===== src/rtl/stok_pkg.sv =====
// shared types, constants and character helpers for the source tokenizer
package stok_pkg;

	typedef enum logic [3:0] {
		M_IDLE, M_SLASH, M_OP, M_UNDER, M_IDENT, M_NUMBER, M_NUMDOT,
		M_STRING, M_ESCAPE, M_LINECMT, M_BLOCK, M_BLOCKSTAR
	} mode_t;

	localparam logic [4:0] K_EOF    = 5'd0;
	localparam logic [4:0] K_SLASH  = 5'd13;
	localparam logic [4:0] K_UNDER  = 5'd24;
	localparam logic [4:0] K_IDENT  = 5'd25;
	localparam logic [4:0] K_STRING = 5'd26;
	localparam logic [4:0] K_INT    = 5'd27;
	localparam logic [4:0] K_FLOAT  = 5'd28;

	localparam logic [2:0] E_NONE    = 3'd0;
	localparam logic [2:0] E_UNEXP   = 3'd1;
	localparam logic [2:0] E_ESCAPE  = 3'd2;
	localparam logic [2:0] E_NEWLINE = 3'd3;
	localparam logic [2:0] E_UNTSTR  = 3'd4;
	localparam logic [2:0] E_UNTCMT  = 3'd5;

	localparam logic [7:0] C_LF    = 8'h0a;
	localparam logic [7:0] C_UNDER = 8'h5f;
	localparam logic [7:0] C_DOT   = 8'h2e;
	localparam logic [7:0] C_QUOTE = 8'h22;
	localparam logic [7:0] C_BSL   = 8'h5c;
	localparam logic [7:0] C_STAR  = 8'h2a;
	localparam logic [7:0] C_SLASH = 8'h2f;

	localparam int TDATA_BITS = 88;

	// one result: kind, error, line, column, offset, length, last
	typedef struct packed {
		logic [4:0]  kind;
		logic [2:0]  err;
		logic [15:0] line;
		logic [15:0] col;
		logic [31:0] off;
		logic [15:0] len;
		logic        last;
	} result_t;

	// up to three results of one byte, in order
	typedef struct packed {
		logic [1:0] count;
		result_t    r0;
		result_t    r1;
		result_t    r2;
	} bundle_t;

	function automatic logic is_space(input logic [7:0] c);
		return c == 8'd32 || (c >= 8'd9 && c <= 8'd13);
	endfunction

	function automatic logic is_digit(input logic [7:0] c);
		return c >= 8'h30 && c <= 8'h39;
	endfunction

	function automatic logic is_alpha(input logic [7:0] c);
		return (c >= 8'h61 && c <= 8'h7a) || (c >= 8'h41 && c <= 8'h5a);
	endfunction

	function automatic logic [4:0] punct_kind(input logic [7:0] c);
		unique case (c)
			8'h28: return 5'd1;
			8'h29: return 5'd2;
			8'h7b: return 5'd3;
			8'h7d: return 5'd4;
			8'h5b: return 5'd5;
			8'h5d: return 5'd6;
			8'h2c: return 5'd7;
			8'h2b: return 5'd8;
			8'h2a: return 5'd9;
			8'h25: return 5'd10;
			8'h3b: return 5'd11;
			8'h3a: return 5'd12;
			default: return 5'd0;
		endcase
	endfunction

	function automatic logic [4:0] op_kind(input logic [7:0] c);
		unique case (c)
			8'h3d: return 5'd14;
			8'h2d: return 5'd16;
			8'h21: return 5'd18;
			8'h3c: return 5'd20;
			8'h3e: return 5'd22;
			default: return 5'd0;
		endcase
	endfunction

endpackage


===== src/rtl/stok_front.sv =====
// front part: input handshake, position tracking and scanner state
module stok_front #(
	parameter int POSITION_BITS = 16,
	parameter int OFFSET_BITS = 32
) (
	input  logic              clk,
	input  logic              arst_n,
	input  logic              in_valid,
	output logic              in_ready,
	input  logic [7:0]        in_ch,
	input  logic              in_eoi,
	output logic              push,
	output stok_pkg::bundle_t push_data,
	input  logic              q_ready
);
	import stok_pkg::*;

	localparam logic [POSITION_BITS-1:0] POS_MAX = '1;

	mode_t mode_q;
	logic [7:0] pend_q;
	logic [POSITION_BITS-1:0] line_q, col_q, tline_q, tcol_q, dline_q, dcol_q;
	logic [OFFSET_BITS-1:0] off_q, toff_q, doff_q;
	logic [15:0] len_q;
	logic fdot_q;

	mode_t mode_n;
	logic [7:0] pend_n;
	logic [POSITION_BITS-1:0] tline_n, tcol_n, dline_n, dcol_n;
	logic [OFFSET_BITS-1:0] toff_n, doff_n;
	logic [15:0] len_n;
	logic fdot_n;
	result_t res [3];
	logic [1:0] cnt;
	logic go;
	logic [7:0] c;
	logic rescan;

	assign in_ready = q_ready;
	assign go = in_valid && q_ready;
	assign c = in_ch;

	function automatic logic [15:0] sat(input logic [POSITION_BITS-1:0] v);
		if (POSITION_BITS > 16 && (v >> 16) != '0)
			return 16'hffff;
		return 16'(v);
	endfunction

	function automatic logic [15:0] inc(input logic [15:0] v);
		return (v == 16'hffff) ? v : v + 16'd1;
	endfunction

	always_comb begin
		result_t rt;
		result_t rh;
		result_t rd;
		rt = '{kind: K_EOF, err: E_NONE, line: sat(tline_q), col: sat(tcol_q),
			off: 32'(toff_q), len: len_q, last: 1'b0};
		rh = '{kind: K_EOF, err: E_UNEXP, line: sat(line_q), col: sat(col_q),
			off: 32'(off_q), len: 16'd1, last: 1'b0};
		rd = '{kind: K_EOF, err: E_UNEXP, line: sat(dline_q), col: sat(dcol_q),
			off: 32'(doff_q), len: 16'd1, last: 1'b0};
		mode_n = mode_q;
		pend_n = pend_q;
		tline_n = tline_q;
		tcol_n = tcol_q;
		toff_n = toff_q;
		dline_n = dline_q;
		dcol_n = dcol_q;
		doff_n = doff_q;
		len_n = len_q;
		fdot_n = fdot_q;
		cnt = 2'd0;
		res[0] = rt;
		res[1] = rt;
		res[2] = rt;
		rescan = 1'b0;
		if (in_eoi) begin
			unique case (mode_q)
				M_SLASH: begin res[0].kind = K_SLASH; cnt = 2'd1; end
				M_OP: begin res[0].kind = op_kind(pend_q); cnt = 2'd1; end
				M_UNDER: begin res[0].kind = K_UNDER; cnt = 2'd1; end
				M_IDENT: begin res[0].kind = K_IDENT; cnt = 2'd1; end
				M_NUMBER: begin
					res[0].kind = fdot_q ? K_FLOAT : K_INT;
					cnt = 2'd1;
				end
				M_NUMDOT: begin
					res[0].kind = K_INT;
					res[1] = rd;
					cnt = 2'd2;
				end
				M_STRING, M_ESCAPE: begin res[0].err = E_UNTSTR; cnt = 2'd1; end
				M_BLOCK, M_BLOCKSTAR: begin res[0].err = E_UNTCMT; cnt = 2'd1; end
				default: ;
			endcase
			res[cnt] = rh;
			res[cnt].err = E_NONE;
			res[cnt].len = 16'd0;
			cnt = cnt + 2'd1;
			mode_n = M_IDLE;
			fdot_n = 1'b0;
		end else begin
			unique case (mode_q)
				M_SLASH: begin
					if (c == C_SLASH) mode_n = M_LINECMT;
					else if (c == C_STAR) begin
						len_n = inc(len_q);
						mode_n = M_BLOCK;
					end else begin
						res[0].kind = K_SLASH; cnt = 2'd1; rescan = 1'b1;
					end
				end
				M_OP: begin
					if (c == ((pend_q == 8'h2d) ? 8'h3e : 8'h3d)) begin
						res[0].kind = op_kind(pend_q) + 5'd1;
						res[0].len = 16'd2;
						len_n = 16'd2;
						cnt = 2'd1;
						mode_n = M_IDLE;
					end else begin
						res[0].kind = op_kind(pend_q); cnt = 2'd1; rescan = 1'b1;
					end
				end
				M_UNDER: begin
					if (is_alpha(c)) begin
						len_n = inc(len_q);
						mode_n = M_IDENT;
					end else begin
						res[0].kind = K_UNDER; cnt = 2'd1; rescan = 1'b1;
					end
				end
				M_IDENT: begin
					if (is_alpha(c) || is_digit(c) || c == C_UNDER) len_n = inc(len_q);
					else begin
						res[0].kind = K_IDENT; cnt = 2'd1; rescan = 1'b1;
					end
				end
				M_NUMBER: begin
					if (is_digit(c)) len_n = inc(len_q);
					else if (c == C_DOT && !fdot_q) begin
						mode_n = M_NUMDOT;
						pend_n = c;
						dline_n = line_q;
						dcol_n = col_q;
						doff_n = off_q;
					end else begin
						res[0].kind = fdot_q ? K_FLOAT : K_INT;
						cnt = 2'd1;
						rescan = 1'b1;
					end
				end
				M_NUMDOT: begin
					if (is_digit(c)) begin
						len_n = inc(inc(len_q));
						fdot_n = 1'b1;
						mode_n = M_NUMBER;
					end else begin
						res[0].kind = K_INT;
						res[1] = rd;
						cnt = 2'd2;
						rescan = 1'b1;
					end
				end
				M_STRING: begin
					if (c == C_LF) begin
						res[0] = rh;
						res[0].err = E_NEWLINE;
						res[1].len = 16'd0;
						cnt = 2'd2;
						rescan = 1'b1;
					end else begin
						len_n = inc(len_q);
						if (c == C_QUOTE) begin
							res[0].kind = K_STRING;
							res[0].len = len_n;
							cnt = 2'd1;
							mode_n = M_IDLE;
						end else if (c == C_BSL) mode_n = M_ESCAPE;
					end
				end
				M_ESCAPE: begin
					if (c == 8'h6e || c == 8'h74 || c == C_QUOTE || c == C_BSL) begin
						len_n = inc(len_q);
						mode_n = M_STRING;
					end else begin
						res[0] = rh;
						res[0].err = E_ESCAPE;
						res[1].len = 16'd0;
						cnt = 2'd2;
						rescan = 1'b1;
					end
				end
				M_LINECMT: begin
					if (c == C_LF) mode_n = M_IDLE;
				end
				M_BLOCK, M_BLOCKSTAR: begin
					len_n = inc(len_q);
					if (c == C_STAR) mode_n = M_BLOCKSTAR;
					else if (c == C_SLASH && mode_q == M_BLOCKSTAR) mode_n = M_IDLE;
					else mode_n = M_BLOCK;
				end
				default: rescan = 1'b1;
			endcase
			if (rescan) begin
				mode_n = M_IDLE;
				if (!is_space(c)) begin
					if (punct_kind(c) != 5'd0 || c == C_SLASH || op_kind(c) != 5'd0
						|| c == C_UNDER || c == C_QUOTE || is_alpha(c) || is_digit(c)) begin
						tline_n = line_q;
						tcol_n = col_q;
						toff_n = off_q;
						len_n = 16'd1;
						fdot_n = 1'b0;
					end
					priority if (punct_kind(c) != 5'd0) begin
						res[cnt] = '{kind: punct_kind(c), err: E_NONE, line: sat(line_q),
							col: sat(col_q), off: 32'(off_q), len: 16'd1, last: 1'b0};
						cnt = cnt + 2'd1;
					end else if (c == C_SLASH) mode_n = M_SLASH;
					else if (op_kind(c) != 5'd0) begin
						mode_n = M_OP;
						pend_n = c;
					end else if (c == C_UNDER) mode_n = M_UNDER;
					else if (c == C_QUOTE) mode_n = M_STRING;
					else if (is_alpha(c)) mode_n = M_IDENT;
					else if (is_digit(c)) mode_n = M_NUMBER;
					else begin
						res[cnt] = rh;
						cnt = cnt + 2'd1;
					end
				end
			end
		end
		if (cnt != 2'd0) res[cnt - 2'd1].last = 1'b1;
	end

	assign push = go && cnt != 2'd0;
	assign push_data = '{count: cnt, r0: res[0], r1: res[1], r2: res[2]};

	always_ff @(posedge clk or negedge arst_n) begin
		if (!arst_n) begin
			mode_q <= M_IDLE;
			pend_q <= '0;
			line_q <= POSITION_BITS'(1);
			col_q <= POSITION_BITS'(1);
			off_q <= '0;
			tline_q <= POSITION_BITS'(1);
			tcol_q <= POSITION_BITS'(1);
			toff_q <= '0;
			dline_q <= POSITION_BITS'(1);
			dcol_q <= POSITION_BITS'(1);
			doff_q <= '0;
			len_q <= '0;
			fdot_q <= 1'b0;
		end else if (go) begin
			mode_q <= mode_n;
			pend_q <= pend_n;
			tline_q <= tline_n;
			tcol_q <= tcol_n;
			toff_q <= toff_n;
			dline_q <= dline_n;
			dcol_q <= dcol_n;
			doff_q <= doff_n;
			len_q <= len_n;
			fdot_q <= fdot_n;
			if (!in_eoi) begin
				if (c == C_LF) begin
					if (line_q != POS_MAX) line_q <= line_q + POSITION_BITS'(1);
					col_q <= POSITION_BITS'(1);
				end else if (col_q != POS_MAX) col_q <= col_q + POSITION_BITS'(1);
				off_q <= off_q + OFFSET_BITS'(1);
			end
		end
	end

endmodule


===== src/rtl/stok_queue.sv =====
// short queue of result bundles between front and back
module stok_queue (
	input  logic              clk,
	input  logic              arst_n,
	input  logic              push,
	input  stok_pkg::bundle_t push_data,
	output logic              can_push,
	output logic              pop_valid,
	output stok_pkg::bundle_t pop_data,
	input  logic              pop
);
	import stok_pkg::*;

	bundle_t mem_q [4];
	logic [1:0] wr_q, rd_q;
	logic [2:0] fill_q;

	assign can_push = fill_q < 3'd3 || pop;
	assign pop_valid = fill_q != 3'd0;
	assign pop_data = mem_q[rd_q];

	always_ff @(posedge clk) begin
		if (push) mem_q[wr_q] <= push_data;
	end

	always_ff @(posedge clk or negedge arst_n) begin
		if (!arst_n) begin
			wr_q <= '0;
			rd_q <= '0;
			fill_q <= '0;
		end else begin
			if (push) wr_q <= wr_q + 2'd1;
			if (pop) rd_q <= rd_q + 2'd1;
			fill_q <= fill_q + 3'(push) - 3'(pop);
		end
	end

endmodule


===== src/rtl/stok_back.sv =====
// back part: sends the results of one bundle, one transaction each
module stok_back (
	input  logic              clk,
	input  logic              arst_n,
	input  logic              q_valid,
	input  stok_pkg::bundle_t q_data,
	output logic              q_pop,
	output logic              m_valid,
	input  logic              m_ready,
	output stok_pkg::result_t m_res
);
	import stok_pkg::*;

	logic [1:0] idx_q;

	assign m_valid = q_valid;
	always_comb begin
		unique case (idx_q)
			2'd0: m_res = q_data.r0;
			2'd1: m_res = q_data.r1;
			default: m_res = q_data.r2;
		endcase
	end
	assign q_pop = q_valid && m_ready && (idx_q + 2'd1 == q_data.count);

	always_ff @(posedge clk or negedge arst_n) begin
		if (!arst_n) idx_q <= '0;
		else if (q_pop) idx_q <= '0;
		else if (q_valid && m_ready) idx_q <= idx_q + 2'd1;
	end

endmodule


===== src/rtl/source_tokenizer.sv =====
// top level of the streaming source tokenizer
// One source byte (or end marker) is taken per cycle while the result queue
// has room for another bundle (it holds three); each byte yields zero to three
// result transactions, sent one per cycle while m_tready is high, so output
// bandwidth sets the sustained rate when tokens are dense. Each bundle is
// registered in the queue before its first result is sent.
module source_tokenizer #(
	parameter int POSITION_BITS = 16,
	parameter int OFFSET_BITS = 32
) (
	input  logic         clk,
	input  logic         arst_n,
	input  logic         s_tvalid,
	output logic         s_tready,
	input  logic [7:0]   s_tdata,  // ch
	input  logic         s_tuser,  // end_of_input
	output logic         m_tvalid,
	input  logic         m_tready,
	output logic [stok_pkg::TDATA_BITS-1:0] m_tdata,
	// token_kind, error_code, start_line, start_column, start_offset, token_length
	output logic         m_tlast
);
	import stok_pkg::*;

	logic push, can_push, qv, pop;
	bundle_t pd, qd;
	result_t r;

	stok_front #(.POSITION_BITS(POSITION_BITS), .OFFSET_BITS(OFFSET_BITS)) u_front (
		.clk, .arst_n, .in_valid(s_tvalid), .in_ready(s_tready), .in_ch(s_tdata),
		.in_eoi(s_tuser), .push, .push_data(pd), .q_ready(can_push));

	stok_queue u_queue (.clk, .arst_n, .push, .push_data(pd), .can_push,
		.pop_valid(qv), .pop_data(qd), .pop);

	stok_back u_back (.clk, .arst_n, .q_valid(qv), .q_data(qd), .q_pop(pop),
		.m_valid(m_tvalid), .m_ready(m_tready), .m_res(r));

	assign m_tdata = {r.len, r.off, r.col, r.line, r.err, r.kind};
	assign m_tlast = r.last;

	a_count: assert property (@(posedge clk) disable iff (!arst_n)
		qv |-> qd.count != 2'd0) else $error("empty bundle queued");
	a_push: assert property (@(posedge clk) disable iff (!arst_n)
		push |-> s_tvalid && s_tready) else $error("push without transaction");
	a_last: assert property (@(posedge clk) disable iff (!arst_n)
		pop |-> m_tlast) else $error("bundle ended without last");

endmodule

===== config.mk =====
export PLATFORM = sky130hd
export DESIGN_NAME = source_tokenizer
export DESIGN_NICKNAME = d
export VERILOG_FILES = /design/src/rtl/stok_pkg.sv /design/src/rtl/stok_front.sv /design/src/rtl/stok_queue.sv /design/src/rtl/stok_back.sv /design/src/rtl/source_tokenizer.sv
export SDC_FILE = /design/constraint.sdc
export NUM_CORES = 2
export LEC_CHECK = 0
export ABC_AREA = 1
export BUFFER_PORTS_ARGS = -buffer_cell sky130_fd_sc_hd__clkbuf_2
export CORE_ASPECT_RATIO = 0.8
export CORE_MARGIN = 2
export CORE_UTILIZATION = 40
export CTS_CLUSTER_DIAMETER = 30
export DETAILED_ROUTE_END_ITERATION = 6
export GPL_TIMING_DRIVEN = 0
export PLACE_DENSITY_LB_ADDON = 0.12
export SYNTH_ARGS = -nofsm -noshare
export SYNTH_HDL_FRONTEND = slang
export SYNTH_SLANG_ARGS = --single-unit

===== constraint.sdc =====
create_clock -name clk -period 14.15 [get_ports clk]
set_input_delay 0.7075 -clock clk [delete_from_list [all_inputs] [get_ports clk]]
set_output_delay 0.7075 -clock clk [all_outputs]
set_load 0.02 [all_outputs]

==> results.rst <==
.. list-table::
   :header-rows: 1

   * - Metric
     - Value
   * - Half-perimeter wire length of the detailed placement result
     - 200000 um
   * - Power after layout
     - roughly 22 mW
   * - Reg2Reg Launch Point
     - u_front.mode_q[1]
   * - Fraction of registers with async set/reset
     - around 18%
   * - GP Congestion
     - 1.02
   * - Max-slew violations
     - 32
   * - CTS Sinks
     - between 1000 and 1500
   * - Worst clock skew
     - 0.0620 ns
   * - Largest family of logic cells by synthesized area
     - compound AO/OA/AOI/OAI gates
   * - Hold Startpoint
     - s_tdata[0]
   * - Switching Fraction
     - a little over two fifths
   * - Net switching power figure
     - ~9.3 mW
   * - Remaining number of nets flagged by the antenna check after routing
     - 0
   * - Port Buf Inserts
     - 102
   * - CTS H-Tree Depth
     - 5
   * - Max_cap viols
     - 4
   * - Buffer cell driving the clock tree root
     - sky130_fd_sc_hd__clkbuf_16
   * - Unrepaired setup endpoints after global routing
     - no
   * - Crit share post-route
     - 45.3%
   * - Number of hold-slack violations in the final timing report
     - 0
   * - Area of the die
     - about 0.16 sq mm
   * - Max IR drop VDD
     - 0.000175 V
   * - Synth Area in XOR/XNOR
     - 1.03%
   * - Simple-gate portion of the synthesized area
     - between 15 and 20%
   * - Clock edge transition at the registers on the reported setup and hold paths
     - 0.05 ns
   * - Path type of the worst setup path
     - register to register
   * - Netlist area before placement
     - roughly 0.064 sq mm
   * - Pin count of the biggest net entering global routing
     - between 70 and 80
   * - Wire length of the first global-routing pass
     - a little under 400000 um
   * - Critical-path maximum fanout
     - 24
   * - Total global routing overflow
     - 0
   * - Worst Setup End Kind
     - register
   * - Total placed instance area
     - 0.0683 sq mm
   * - Status
     - complete, but fails checks
   * - CTS tree
     - done
   * - Max-slew headroom
     - -2.23%
   * - Internal Power
     - 12.3 mW
   * - Initial antenna violation count
     - 26
   * - Routed via count divided by cell count
     - slightly below 6
   * - Proportion of synthesized area in mux cells
     - less than 1%
   * - Sequential-to-total area share from yosys stat
     - roughly three fifths
   * - Data arrival time of the critical path
     - ~7.0 ns
   * - Starting density of the core
     - between 40% and 50%
   * - Critical Path Start Type
     - register
   * - Launch point of the worst path
     - u_front.mode_q[1]
   * - Rows
     - between 100 and 150
   * - Clock Latency Late Sink
     - between 0.9 and 1 ns
   * - Fraction of the mapped netlist area in compound gates
     - a little under a fifth
   * - Final setup violation count
     - 0
   * - Sequential group share of total power
     - between 20% and 30%
   * - Most common library cell in the layout ignoring fill and taps
     - sky130_fd_sc_hd__nand2_1
   * - Clock buffer depth
     - 4
   * - Class of the worst hold path
     - input pin to register
   * - # DRC
     - 15
   * - Average footprint of a synthesized cell
     - about 9.3 sq um
   * - Final non-filler cell area
     - just under 0.08 sq mm
   * - Measured slew at the worst slew-check pin
     - about 1.5 ns
   * - Global Route Usage Sum
     - 33.5%
   * - Layout Area Growth over Synthesis
     - 22.4%
   * - Proportion of layout cells with a drive suffix above 1
     - a little over a tenth
   * - Combinational share of power
     - 41.7%
   * - TritonRoute pass-1 iters
     - 7
   * - Gate count of the mapped netlist
     - approximately 6900
   * - Share of the core filled with cells in the final layout
     - between 40% and 50%
   * - Leading register cell type out of synthesis
     - sky130_fd_sc_hd__edfxtp_1
   * - Pleak
     - 28.9 nW
   * - Aggregate routed wire length
     - 279000 um
   * - Nets in the synthesized netlist
     - a little under 7000
   * - First DRT Iteration DRCs
     - 8232
   * - Seq cells post-synth
     - around 1300
   * - Filler Cells Inserted
     - between 10000 and 15000
   * - Clock power frac
     - around 31%
   * - Average routed wire per standard cell
     - ~29 um
   * - Die height
     - 361 um
   * - Ratio of total power to cell area
     - ~280 mW/mm^2
   * - Cells resized by post-CTS repair
     - 0
   * - Violated checks
     - DRC, capacitance limit, slew limit
   * - Warnings from Yosys
     - 0
   * - TritonCTS buffer count
     - 290
   * - Most frequent cells in the layout
     - sky130_fd_sc_hd__nand2_1, sky130_fd_sc_hd__o21ai_0, sky130_fd_sc_hd__edfxtp_1
   * - Number of flops mapped to enable cells by yosys
     - approximately 1100
   * - Overall via count from detail_route
     - 57700
   * - CP Data Required Time
     - 14.74 ns
   * - Maximum clock rate
     - roughly 160 MHz
   * - Number of global-route vias before repair
     - 53700
   * - I/O pins
     - around 100
   * - Area of the core
     - about 0.16 sq mm
   * - Synthesized-area fraction occupied by adder cells
     - less than 1%
   * - Number of unique standard cell types used by synthesis
     - between 60 and 70
   * - Number of nets in the final layout
     - ~7400
   * - Chip Width
     - approximately 450 um
   * - Shortest clock period the worst path allows after layout
     - around 6.4 ns
-- path summary, 6_finish.rpt --
check	endpoint	slack, ns	cells past startpoint
worst max-delay path	u_queue.mem_q[0][218]	7.74	20
worst min-delay path	u_front.pend_q[0]	0.14	3
worst max register to register	u_queue.mem_q[0][218]	7.74	20
worst min register to register	u_front.pend_q[5]	0.48	2
max in group asynchronous	u_front.tline_q[0]	12.64	4
min in group asynchronous	u_front.doff_q[8]	0.27	2
-- flip-flops by register name, indices dropped and copies added, names as in the netlist, 2 cells and up --
name / count
u_front.dcol_q: 16
u_front.col_q: 16
u_front.tcol_q: 16
u_queue.rd_q: 2
u_queue.mem_q: 1052
u_front.line_q: 16
u_front.dline_q: 16
u_back.idx_q: 2
u_front.off_q: 32
u_front.pend_q: 8
u_front.doff_q: 32
u_front.tline_q: 16
u_queue.fill_q: 3
u_front.toff_q: 32
u_front.mode_q: 4
u_queue.wr_q: 2
u_front.len_q: 16
-- per-layer routing --
metal / vias to the layer above / share of wire, % / GRT usage (%)
li1: 25400 / - / -
met1: 28200 / 43 / 47.3
met2: 3400 / 41 / 46.4
met3: 577 / 12 / 11.0
met4: 6 / 4.6 / 14.9
met5: - / 0.015 / 0.0590
-- cell usage after synthesis (75+ instances only) --
cell type	count	area, sq um
sky130_fd_sc_hd__o22ai_1	311	1950
sky130_fd_sc_hd__nor2_1	835	3130
sky130_fd_sc_hd__a21oi_1	353	1770
sky130_fd_sc_hd__o211ai_1	141	1060
sky130_fd_sc_hd__clkbuf_1	382	1430
sky130_fd_sc_hd__inv_1	266	998
sky130_fd_sc_hd__o21ai_0	1215	6080
sky130_fd_sc_hd__edfxtp_1	1052	31600
sky130_fd_sc_hd__dfrtp_1	224	5610
sky130_fd_sc_hd__nand2_1	1216	4560
sky130_fd_sc_hd__o21ai_1	75	375
sky130_fd_sc_hd__nand3_1	305	1530
-- layout make-up --
class / instances / area [sq um] / area share, %
timing repair buffer: 162 / 1850 / 2.36
inverter: 309 / 1160 / 1.49
tap: 2128 / 2660 / 3.41
clock buffer: 346 / 7830 / 10.0
clock inverter: 162 / 1890 / 2.42
sequential: 1282 / 37400 / 47.8
antenna: 8 / 20.0 / 0.0256
buffer: 503 / 2090 / 2.67
multi-input combinational: 4786 / 23200 / 29.7
-- power by group through the flow --
stage	clock network, mW	registers, mW	logic, mW
after floorplan	0	6.06	4.83
after global placement	0	6.38	8.47
after detailed placement	0	5.91	8.78
after CTS	6.78	5.85	8.82
after global routing	6.98	5.93	9.60
final	6.73	5.86	9.03
-- repair_timing --
| item | CTS | global route |
|---|---|---|
| endpoints found under the hold margin | 22 | 0 |
| hold buffers | 1 | 0 |
| endpoints found under the setup margin | 0 | 0 |
| buffers inserted | 0 | 0 |
-- critical path: stages (launching register included) --
cell	delay [ns]
sky130_fd_sc_hd__dfrtp_1	0.45
sky130_fd_sc_hd__inv_2	0.09
sky130_fd_sc_hd__nor2_1	0.09
sky130_fd_sc_hd__inv_1	0.07
sky130_fd_sc_hd__nor2_1	0.26
sky130_fd_sc_hd__clkinv_1	0.50
sky130_fd_sc_hd__clkbuf_1	0.50
sky130_fd_sc_hd__clkbuf_1	0.43
sky130_fd_sc_hd__ha_1	0.38
sky130_fd_sc_hd__or2_2	0.31
sky130_fd_sc_hd__nand2_1	0.44
sky130_fd_sc_hd__inv_1	0.13
sky130_fd_sc_hd__nand2_1	0.13
sky130_fd_sc_hd__nand2_2	0.19
sky130_fd_sc_hd__nor2_4	0.71
sky130_fd_sc_hd__buf_12	0.27
sky130_fd_sc_hd__buf_12	0.22
sky130_fd_sc_hd__buf_16	0.20
sky130_fd_sc_hd__buf_12	0.20
sky130_fd_sc_hd__buf_12	0.22
sky130_fd_sc_hd__buf_16	0.18
-- through the flow --
step / setup slack [ns] / hold WS [ns] / TNS, ns / cells
2_1_floorplan: -0.100 / 0.412 / -105.45 / 6880
3_3_place_gp: -11.45 / 0.465 / - / 9110
3_5_place_dp: 7.62 / 0.471 / 0 / 9169
4_1_cts: 7.85 / 0.116 / 0 / 9678
5_1_grt: 7.56 / 0.185 / 0 / 9679
6_report: 7.74 / 0.145 / 0 / 9686
-- kinds of logic after synthesis --
logic type / after synthesis
simple gates: 2492
compound gates: 2193
flops: 1282
buf+inv: 812
xor+xnor: 74
fa+ha+maj: 21
mux: 6
Power figures use the tool's default switching activity.
